[src/rtl/core/grlq_pkg.sv]
// Shared types and constants of the grey relief level quantizer.
package grlq_pkg;

    localparam int CFG_IDX_W  = 3;
    localparam int CFG_DATA_W = 16;

    typedef logic [CFG_IDX_W-1:0]  t_cfg_idx;
    typedef logic [CFG_DATA_W-1:0] t_cfg_data;

    localparam t_cfg_idx CFG_LEVEL_COUNT   = 3'd0;
    localparam t_cfg_idx CFG_NEGATIVE_MODE = 3'd1;
    localparam t_cfg_idx CFG_RELIEF_HEIGHT = 3'd2;
    localparam t_cfg_idx CFG_BASE_HEIGHT   = 3'd3;
    localparam t_cfg_idx CFG_IMAGE_WIDTH   = 3'd4;
    localparam t_cfg_idx CFG_IMAGE_HEIGHT  = 3'd5;

    typedef logic [1:0] t_action;

    localparam t_action ACT_MEASURE = 2'd0;
    localparam t_action ACT_EMIT    = 2'd1;
    localparam t_action ACT_RESTART = 2'd2;

    typedef struct packed {
        t_action    action;
        logic [7:0] red;
        logic [7:0] green;
        logic [7:0] blue;
    } t_pix_in;

    typedef struct packed {
        logic [11:0] column;
        logic [11:0] row;
        logic [7:0]  level;
        logic [16:0] height;
        logic        last_pixel;
    } t_pix_out;

    // Shared divider: numerator is left-aligned, only the low "steps" bits are quotient.
    localparam int DIV_NUM_W = 25;
    localparam int DIV_DEN_W = 11;
    localparam int DIV_CNT_W = 5;

    localparam logic [DIV_CNT_W-1:0] DIV1_STEPS = 5'd19;
    localparam logic [DIV_CNT_W-1:0] DIV2_STEPS = 5'd25;

    typedef struct packed {
        logic                 start;
        logic [DIV_CNT_W-1:0] steps;
        logic [DIV_NUM_W-1:0] num;
        logic [DIV_DEN_W-1:0] den;
    } t_div_req;

    typedef struct packed {
        logic busy;
        logic done;
    } t_div_stat;

endpackage

[src/rtl/core/grlq_if.sv]
// Handshake channel interfaces for pixel words, result words and register writes.
interface grlq_pix_if;
    import grlq_pkg::*;
    logic    valid;
    logic    ready;
    t_pix_in data;
    modport source (output valid, output data, input ready);
    modport sink (input valid, input data, output ready);
endinterface

interface grlq_res_if;
    import grlq_pkg::*;
    logic     valid;
    logic     ready;
    t_pix_out data;
    modport source (output valid, output data, input ready);
    modport sink (input valid, input data, output ready);
endinterface

interface grlq_cfg_if;
    import grlq_pkg::*;
    logic      valid;
    logic      ready;
    t_cfg_idx  index;
    t_cfg_data data;
    modport source (output valid, output index, output data, input ready);
    modport sink (input valid, input index, input data, output ready);
endinterface

[src/rtl/core/grlq_div.sv]
// Shared restoring divider, one quotient bit per cycle.
module grlq_div (
    input  logic                               i_clk,
    input  logic                               i_rst_n,
    input  grlq_pkg::t_div_req                 i_req,
    output grlq_pkg::t_div_stat                o_stat,
    output logic [grlq_pkg::DIV_NUM_W-1:0]     o_quot
);
    import grlq_pkg::*;

    logic [DIV_DEN_W-1:0] r_rem, n_rem;
    logic [DIV_NUM_W-1:0] r_quo, n_quo;
    logic [DIV_DEN_W-1:0] r_den;
    logic [DIV_CNT_W-1:0] r_cnt;
    logic                 r_busy;
    logic                 r_done;
    logic [DIV_DEN_W:0]   shifted;
    logic [DIV_DEN_W+1:0] trial;

    always_comb begin
        shifted = {r_rem, r_quo[DIV_NUM_W-1]};
        trial   = {1'b0, shifted} - {2'b00, r_den};
        if (trial[DIV_DEN_W+1]) begin
            n_rem = shifted[DIV_DEN_W-1:0];
            n_quo = {r_quo[DIV_NUM_W-2:0], 1'b0};
        end else begin
            n_rem = trial[DIV_DEN_W-1:0];
            n_quo = {r_quo[DIV_NUM_W-2:0], 1'b1};
        end
    end

    always_ff @(posedge i_clk) begin
        if (!i_rst_n) begin
            r_busy <= 1'b0;
            r_done <= 1'b0;
            r_cnt  <= '0;
        end else begin
            r_done <= 1'b0;
            if (i_req.start) begin
                r_busy <= 1'b1;
                r_cnt  <= i_req.steps;
            end else if (r_busy) begin
                r_cnt <= r_cnt - DIV_CNT_W'(1);
                if (r_cnt == DIV_CNT_W'(1)) begin
                    r_busy <= 1'b0;
                    r_done <= 1'b1;
                end
            end
        end
    end

    always_ff @(posedge i_clk) begin
        if (i_req.start) begin
            r_quo <= i_req.num;
            r_den <= i_req.den;
            r_rem <= '0;
        end else if (r_busy) begin
            r_quo <= n_quo;
            r_rem <= n_rem;
        end
    end

    assign o_stat.busy = r_busy;
    assign o_stat.done = r_done;
    assign o_quot      = r_quo;

endmodule

[src/rtl/core/grey_relief_level_quantizer.sv]
// Grey relief level quantizer: measure/emit sequencer around one multiplier and one divider.
// A measure, restart or ignored word leaves the sequencer idle, and the block is ready again next cycle.
// An emit word passes through the multiplier and two serial divider passes of 19 and 25 steps
// before its result word is registered (a zero maximum skips the first division); the next
// word is accepted once the sequencer is back in idle. The output register lets it in while a result waits.
// Reset is synchronous and active low: registers take their defaults, max and column clear.
module grey_relief_level_quantizer #(
    parameter int MAX_DIM = 4096
) (
    input  logic       i_clk,
    input  logic       i_rst_n,
    grlq_pix_if.sink   i_pix,
    grlq_res_if.source o_res,
    grlq_cfg_if.sink   i_cfg
);
    import grlq_pkg::*;

    // Dimensions are clamped to what the 12-bit position fields can hold.
    localparam int          DIM_CAP = (MAX_DIM < 4096) ? MAX_DIM : 4096;
    localparam logic [12:0] CAP13   = 13'(DIM_CAP);

    localparam logic [2:0] S_IDLE = 3'd0;
    localparam logic [2:0] S_MUL1 = 3'd1;
    localparam logic [2:0] S_ST1  = 3'd2;
    localparam logic [2:0] S_WT1  = 3'd3;
    localparam logic [2:0] S_MUL2 = 3'd4;
    localparam logic [2:0] S_ST2  = 3'd5;
    localparam logic [2:0] S_WT2  = 3'd6;
    localparam logic [2:0] S_OUT  = 3'd7;

    function automatic logic [12:0] eff_dim(input logic [12:0] v);
        logic [12:0] r;
        if (v == 13'd0) begin
            r = 13'd1;
        end else if (v > CAP13) begin
            r = CAP13;
        end else begin
            r = v;
        end
        return r;
    endfunction

    // Configuration registers.
    logic [7:0]  r_lc;
    logic        r_neg;
    logic [15:0] r_rel;
    logic [15:0] r_base;
    logic [12:0] r_w;
    logic [12:0] r_h;

    // Running state.
    logic [2:0]  r_state;
    logic [9:0]  r_max;
    logic [11:0] r_col;
    logic [11:0] r_row;

    // Work registers of the word in flight.
    logic [9:0]  r_sum;
    logic [25:0] r_prod;
    logic [7:0]  r_lvl;
    logic [11:0] r_pcol;
    logic [11:0] r_prow;
    logic        r_plast;

    // Output register.
    logic        r_ov;
    t_pix_out    r_out;

    logic [7:0]  lc_eff;
    logic [7:0]  lm1;
    logic [12:0] w_eff;
    logic [12:0] h_eff;
    logic [12:0] wm1_full;
    logic [12:0] hm1_full;
    logic [11:0] wm1;
    logic [11:0] hm1;
    logic [9:0]  sum;
    logic        row_end;
    logic        in_acc;
    logic        out_free;
    logic [15:0] mul_a;
    logic [9:0]  mul_b;
    logic [25:0] prod;
    logic [18:0] num1;
    logic [24:0] num2;
    logic [7:0]  q_sat;
    logic [7:0]  lvl_new;
    t_div_req    div_req;
    t_div_stat   div_stat;
    logic [DIV_NUM_W-1:0] div_quot;

    always_comb begin
        lc_eff   = (r_lc < 8'd2) ? 8'd2 : r_lc;
        lm1      = lc_eff - 8'd1;
        w_eff    = eff_dim(r_w);
        h_eff    = eff_dim(r_h);
        wm1_full = w_eff - 13'd1;
        hm1_full = h_eff - 13'd1;
        wm1      = wm1_full[11:0];
        hm1      = hm1_full[11:0];
        sum      = 10'(i_pix.data.red) + 10'(i_pix.data.green) + 10'(i_pix.data.blue);
        row_end  = (r_col >= wm1);
    end

    assign i_pix.ready = (r_state == S_IDLE);
    assign i_cfg.ready = (r_state == S_IDLE);
    assign in_acc      = i_pix.valid && i_pix.ready;
    assign out_free    = !r_ov || o_res.ready;

    // One multiplier serves both products: (L-1)*sum, then relief*level.
    always_comb begin
        if (r_state == S_MUL2) begin
            mul_a = r_rel;
            mul_b = {2'b00, r_lvl};
        end else begin
            mul_a = {8'd0, lm1};
            mul_b = r_sum;
        end
        prod = 26'(mul_a) * 26'(mul_b);
    end

    // Numerators carry the half-up rounding term; denominators are doubled to match.
    always_comb begin
        num1 = {r_prod[17:0], 1'b0} + 19'(r_max);
        num2 = {r_prod[23:0], 1'b0} + 25'(lc_eff);
        div_req.start = (r_state == S_ST1) || (r_state == S_ST2);
        if (r_state == S_ST2) begin
            div_req.steps = DIV2_STEPS;
            div_req.num   = num2;
            div_req.den   = {2'b00, lc_eff, 1'b0};
        end else begin
            div_req.steps = DIV1_STEPS;
            div_req.num   = {num1, 6'd0};
            div_req.den   = {r_max, 1'b0};
        end
    end

    // Quotient of the level division saturates at L-1, then optional inversion.
    always_comb begin
        q_sat   = (div_quot > DIV_NUM_W'(lm1)) ? lm1 : div_quot[7:0];
        lvl_new = r_neg ? (lm1 - q_sat) : q_sat;
    end

    grlq_div u_div (
        .i_clk   (i_clk),
        .i_rst_n (i_rst_n),
        .i_req   (div_req),
        .o_stat  (div_stat),
        .o_quot  (div_quot)
    );

    // Register writes.
    always_ff @(posedge i_clk) begin
        if (!i_rst_n) begin
            r_lc   <= 8'd20;
            r_neg  <= 1'b1;
            r_rel  <= 16'd256;
            r_base <= 16'd51;
            r_w    <= 13'd4096;
            r_h    <= 13'd4096;
        end else if (i_cfg.valid && i_cfg.ready) begin
            case (i_cfg.index)
                CFG_LEVEL_COUNT:   r_lc   <= i_cfg.data[7:0];
                CFG_NEGATIVE_MODE: r_neg  <= i_cfg.data[0];
                CFG_RELIEF_HEIGHT: r_rel  <= i_cfg.data;
                CFG_BASE_HEIGHT:   r_base <= i_cfg.data;
                CFG_IMAGE_WIDTH:   r_w    <= i_cfg.data[12:0];
                CFG_IMAGE_HEIGHT:  r_h    <= i_cfg.data[12:0];
                default: ;
            endcase
        end
    end

    // Sequencer, maximum and position counters.
    always_ff @(posedge i_clk) begin
        if (!i_rst_n) begin
            r_state <= S_IDLE;
            r_max   <= '0;
            r_col   <= '0;
            r_row   <= 12'(CAP13 - 13'd1);
            r_ov    <= 1'b0;
        end else begin
            // A new result word may take the slot in the same cycle the old one leaves.
            if (r_state == S_OUT && out_free) begin
                r_ov <= 1'b1;
            end else if (r_ov && o_res.ready) begin
                r_ov <= 1'b0;
            end
            case (r_state)
                S_IDLE: begin
                    if (in_acc) begin
                        case (i_pix.data.action)
                            ACT_MEASURE: begin
                                if (sum > r_max) begin
                                    r_max <= sum;
                                end
                            end
                            ACT_RESTART: begin
                                r_max <= '0;
                                r_col <= '0;
                                r_row <= hm1;
                            end
                            ACT_EMIT: begin
                                r_state <= S_MUL1;
                                if (row_end) begin
                                    r_col <= '0;
                                    r_row <= (r_row == 12'd0) ? hm1 : (r_row - 12'd1);
                                end else begin
                                    r_col <= r_col + 12'd1;
                                end
                            end
                            default: ;
                        endcase
                    end
                end
                S_MUL1: begin
                    // With no measured maximum the level is zero before inversion.
                    r_state <= (r_max == 10'd0) ? S_MUL2 : S_ST1;
                end
                S_ST1:  r_state <= S_WT1;
                S_WT1: begin
                    if (div_stat.done) begin
                        r_state <= S_MUL2;
                    end
                end
                S_MUL2: r_state <= S_ST2;
                S_ST2:  r_state <= S_WT2;
                S_WT2: begin
                    if (div_stat.done) begin
                        r_state <= S_OUT;
                    end
                end
                S_OUT: begin
                    if (out_free) begin
                        r_state <= S_IDLE;
                    end
                end
                default: r_state <= S_IDLE;
            endcase
        end
    end

    // Datapath registers of the word in flight.
    always_ff @(posedge i_clk) begin
        if (in_acc) begin
            r_sum   <= sum;
            r_pcol  <= r_col;
            r_prow  <= r_row;
            r_plast <= row_end && (r_row == 12'd0);
        end
        if (r_state == S_MUL1 || r_state == S_MUL2) begin
            r_prod <= prod;
        end
        if (r_state == S_MUL1 && r_max == 10'd0) begin
            r_lvl <= r_neg ? lm1 : 8'd0;
        end else if (r_state == S_WT1 && div_stat.done) begin
            r_lvl <= lvl_new;
        end
        if (r_state == S_OUT && out_free) begin
            r_out.column     <= r_pcol;
            r_out.row        <= r_prow;
            r_out.level      <= r_lvl;
            r_out.height     <= 17'(r_base) + 17'(div_quot[15:0]);
            r_out.last_pixel <= r_plast;
        end
    end

    assign o_res.valid = r_ov;
    assign o_res.data  = r_out;

    a_div_start_free: assert property (@(posedge i_clk) disable iff (!i_rst_n)
        div_req.start |-> !div_stat.busy)
        else $error("divider started while busy");

    a_emit_enters_mul: assert property (@(posedge i_clk) disable iff (!i_rst_n)
        (in_acc && i_pix.data.action == ACT_EMIT) |=> (r_state == S_MUL1))
        else $error("emit word did not start the sequence");

    a_level_range: assert property (@(posedge i_clk) disable iff (!i_rst_n)
        (r_state == S_MUL2) |-> (r_lvl <= lm1))
        else $error("level beyond level count");

    a_out_no_overwrite: assert property (@(posedge i_clk) disable iff (!i_rst_n)
        (r_state == S_OUT && r_ov && !o_res.ready) |=> (r_state == S_OUT && r_ov))
        else $error("pending result word overwritten");

endmodule
[src/flat_wrapper.sv]
// flat-port wrapper written by rule: the top's interface ports become plain ports
module grey_relief_level_quantizer_flat import grlq_pkg::*;
#(
    parameter int MAX_DIM = 4096
)
  (i_clk, i_rst_n, i_pix_valid, i_pix_data, i_pix_ready, o_res_valid, o_res_data, o_res_ready, i_cfg_valid, i_cfg_index, i_cfg_data, i_cfg_ready);
  grlq_pix_if i_pix_i ();
  grlq_res_if o_res_i ();
  grlq_cfg_if i_cfg_i ();
  input  logic i_clk;
  input  logic i_rst_n;
  input wire logic [$bits(i_pix_i.valid)-1:0] i_pix_valid;
  input wire logic [$bits(i_pix_i.data)-1:0] i_pix_data;
  output wire logic [$bits(i_pix_i.ready)-1:0] i_pix_ready;
  output wire logic [$bits(o_res_i.valid)-1:0] o_res_valid;
  output wire logic [$bits(o_res_i.data)-1:0] o_res_data;
  input wire logic [$bits(o_res_i.ready)-1:0] o_res_ready;
  input wire logic [$bits(i_cfg_i.valid)-1:0] i_cfg_valid;
  input wire logic [$bits(i_cfg_i.index)-1:0] i_cfg_index;
  input wire logic [$bits(i_cfg_i.data)-1:0] i_cfg_data;
  output wire logic [$bits(i_cfg_i.ready)-1:0] i_cfg_ready;
  assign i_pix_i.valid = i_pix_valid;
  assign i_pix_i.data = i_pix_data;
  assign i_pix_ready = i_pix_i.ready;
  assign o_res_valid = o_res_i.valid;
  assign o_res_data = o_res_i.data;
  assign o_res_i.ready = o_res_ready;
  assign i_cfg_i.valid = i_cfg_valid;
  assign i_cfg_i.index = i_cfg_index;
  assign i_cfg_i.data = i_cfg_data;
  assign i_cfg_ready = i_cfg_i.ready;
  grey_relief_level_quantizer #(.MAX_DIM(MAX_DIM)) u_core (.i_clk(i_clk), .i_rst_n(i_rst_n), .i_pix(i_pix_i), .o_res(o_res_i), .i_cfg(i_cfg_i));
endmodule
[config.mk]
export PLATFORM = sky130hd
export DESIGN_NAME = grey_relief_level_quantizer_flat
export DESIGN_NICKNAME = d
export VERILOG_FILES = /design/src/rtl/core/grlq_pkg.sv /design/src/rtl/core/grlq_if.sv /design/src/rtl/core/grlq_div.sv /design/src/rtl/core/grey_relief_level_quantizer.sv /design/src/flat_wrapper.sv
export SDC_FILE = /design/constraint.sdc
export NUM_CORES = 1
export LEC_CHECK = 0
export BUFFER_PORTS_ARGS = -buffer_cell sky130_fd_sc_hd__buf_2
export CAP_MARGIN = 40
export CORE_ASPECT_RATIO = 1.5
export CORE_UTILIZATION = 25
export DETAILED_ROUTE_END_ITERATION = 8
export REMOVE_ABC_BUFFERS = 1
export SLEW_MARGIN = 20
export SYNTH_ARGS = -nofsm -noshare
export SYNTH_HDL_FRONTEND = slang
export SYNTH_SLANG_ARGS = --single-unit
[constraint.sdc]
create_clock -name i_clk -period 7.6 [get_ports i_clk]
set_input_delay 1.52 -clock i_clk [delete_from_list [all_inputs] [get_ports i_clk]]
set_output_delay 1.52 -clock i_clk [all_outputs]
set_load 0.05 [all_outputs]
==> metrics <==
number of DRC markers in iteration 0 1021; Synth Area in Adders 21.4%; max_slew headroom 33.1%; initial antenna violation count 0; number of synthesized flops with an enable pin 152; TNS Setup 0 ns; setup bufs post-CTS 0; # port buffers 102; Post-DP HPWL 43.8 mm; post-synth top area cell edfxtp_1; Remaining DRCs 12; Synth top area share 22.7%; skew final 0.0100 ns; Worst Tran Pin Value 0.996 ns; Detail Route Antenna Nets 0; maximum VDD drop 0.243 mV; CTS tree yes; RSZ-0062 raised after global routing no; placed cell area 21900 um^2; crit path DAT 7.47 ns; xor/xnor share of the synthesized area 4.76%; layout net count 2543; max-cap violations 0; Synth cell types 80; vias after detailed routing 15700; initial core utilization 25.4%; Switch Pwr 0.00214 W; CP Max Fanout 7; Top delay family on crit path adder cells; post_cts resized 0; diode count 0; Pint 0.00382 W; Comb power frac 40.6%; CTS Hold Bufs 0; failing checks design-rule violations; core area 79100 um^2; Crit Path Class flop to flop; WP data required 7.92 ns; leakage 9.64 nW; clock root buffer master clkbuf_16; power share of the clock group 27.6%; cell count of the worst reg-to-reg path 25; Max Clock Freq 140 MHz; synthesized area 20100 um^2; clk_lat worst skew 0.58 ns; status finished, violations left; crit share post-route 94.1%; Finished Cell Area 23000 um^2; HP Class flop to flop; post-layout minimum cycle time 7.15 ns; Crit. path cell count 25; Sink Count 275; fin. max-slew vios 0; Pwr Density 259 nW/um^2; synth cell count leaders nand2_1, nor2_1, inv_1; sequential cell fraction of total power 31.7%; DR vias/cell 4.81; vias in the first global route 15600; count leader, synth nand2_1; WL/cell 16.9 um; Area growth syn-to-layout 14.8%; slowest CP cell fa_1; synthesized instance count 2117; die area 81400 um^2; top cells by area, synth edfxtp_1, dfxtp_1, fa_1; clk slew on worst S/H paths 0.07 ns; overall power 0.00596 W; fraction of the mapped netlist area in simple logic gates 17.2%; CP Capture Type flop; H-tree levels 1; most used flip-flop cell after synthesis edfxtp_1; DRT Wirelength 55.3 mm; share of flip-flops with an asynchronous set or reset 0%; CP peak stage delay 0.52 ns; WP buf/inv 4; Hold Path Depth 0; Sw Ratio 35.9%; first-pass GRT wire length 86.3 mm; largest net degree at the start of global routing 65; final setup vio count 0; Die W 233 um; share of cells above drive strength 1 9.77%; mux cell area share after synthesis 3.95%; crit path launch type flop; final hold vios 0; FP Rows 126; Clock Tree Buf Depth 3; final core occ 29.1%; GRT Util Overall 13.5%; fillers 8419; grt ovf 0; synthesized flop and latch total 275; main combinational cell family by area after synthesis adder cells; register area share after synthesis 35.0%; Worst Hold Slack 0.420 ns; synth warn 0; total CTS buffers 29; most used cell, CP fa_1; Compound-Gate Fraction of Synth Area 12.5%; num ports 103; detailed-router iteration count before antenna repair 7; Mean Syn Cell Area 9.48 um^2; Die H 349 um; Placer Congestion 0.938
## through the flow
step           instances  setup WS (ns)
5_1_grt             3266         0.0578
2_1_floorplan       2048          0.599
3_3_place_gp        3207          0.251
4_1_cts             3264         0.0459
3_5_place_dp        3210         0.0797
6_report            3266          0.449
## path summary, 6_finish.rpt
kind                                       start               endpoint  slack, ns
worst min-delay path            u_core.r_prow[2]  u_core.o_res.data[28]       0.42
worst max register to register    u_core.r_lc[3]      u_core.r_prod[23]       0.45
worst min register to register  u_core.r_prow[2]  u_core.o_res.data[28]       0.42
worst max-delay path              u_core.r_lc[3]      u_core.r_prod[23]       0.45
## logic make-up after synthesis
logic type	count (synthesis)
AO/OA/AOI/OAI	392
other	1
multiplexers	79
buffers and inverters	267
flip-flops	275
XOR/XNOR	109
adder cells (fa/ha/maj)	274
AND/OR/NAND/NOR	720
## cells in the final DEF, fill, tap and decap left out, types with 77 or more instances in the layout
master    Yosys  final
a21oi_1     109    107
inv_1       184    183
dfxtp_1     123    123
nor2_1      201    200
mux2i_1      77     77
edfxtp_1    152    152
buf_2        10    103
nand2_1     211    211
ha_1        158    158
fa_1        116    116
o21ai_0      98     97
## layout make-up
| type | instances | area, um^2 | area share (%) |
|---|---|---|---|
| sequential | 275 | 7030 | 30.5 |
| clock buffer | 43 | 861 | 3.74 |
| timing repair buffer | 140 | 817 | 3.55 |
| inverter | 186 | 698 | 3.03 |
| tap | 1024 | 1280 | 5.56 |
| multi-input combinational | 1587 | 12100 | 52.5 |
| clock inverter | 11 | 251 | 1.09 |
## per-layer routing
| layer | up-vias | routed length (um) | part of all wire [%] | GRT usage, % |
|---|---|---|---|---|
| li1 | 7582 | - | - | - |
| met5 | - | 0 | 0 | 0 |
| met2 | 379 | 27900 | 50 | 24.2 |
| met1 | 7613 | 22200 | 40 | 15.7 |
| met3 | 131 | 2260 | 4.1 | 1.59 |
| met4 | 0 | 2890 | 5.2 | 6.80 |
## worst reg2reg max path: cells and delay by family (launching register included)
kind                       cells  cell delay (ns)
DFF                            1             0.39
xor gates and xnor gates       2             0.40
and+or+nand+nor                6             1.06
AOI/OAI and AO/OA              6             1.75
adders and majority gates      7             2.94
buffers and inverters          4             0.36
## flip-flops by register name, indices dropped and copies added (netlist names), 3 cells and up
register             cells
u_core.o_res.data       50
u_core.r_lc              8
u_core.r_pcol           12
u_core.r_state           3
u_core.r_col            12
u_core.u_div.o_quot     25
u_core.r_w              13
u_core.r_row            12
u_core.r_h              13
u_core.r_sum            10
u_core.u_div.r_cnt       5
u_core.u_div.r_den      10
u_core.u_div.r_rem      11
u_core.r_lvl             8
u_core.r_base           16
u_core.r_prod           24
u_core.r_rel            16
u_core.r_max            10
u_core.r_prow           12
## power by group through the flow
stage | registers (W) | logic, W | clock network, W
6_report | 0.00189 | 0.00242 | 0.00165
5_1_grt | 0.00191 | 0.00275 | 0.00173
3_3_place_gp | 0.00192 | 0.00240 | 0
2_1_floorplan | 0.00187 | 0.00190 | 0
4_1_cts | 0.00189 | 0.00245 | 0.00168
3_5_place_dp | 0.00192 | 0.00243 | 0
No activity file was read; power rests on OpenSTA's default activity.
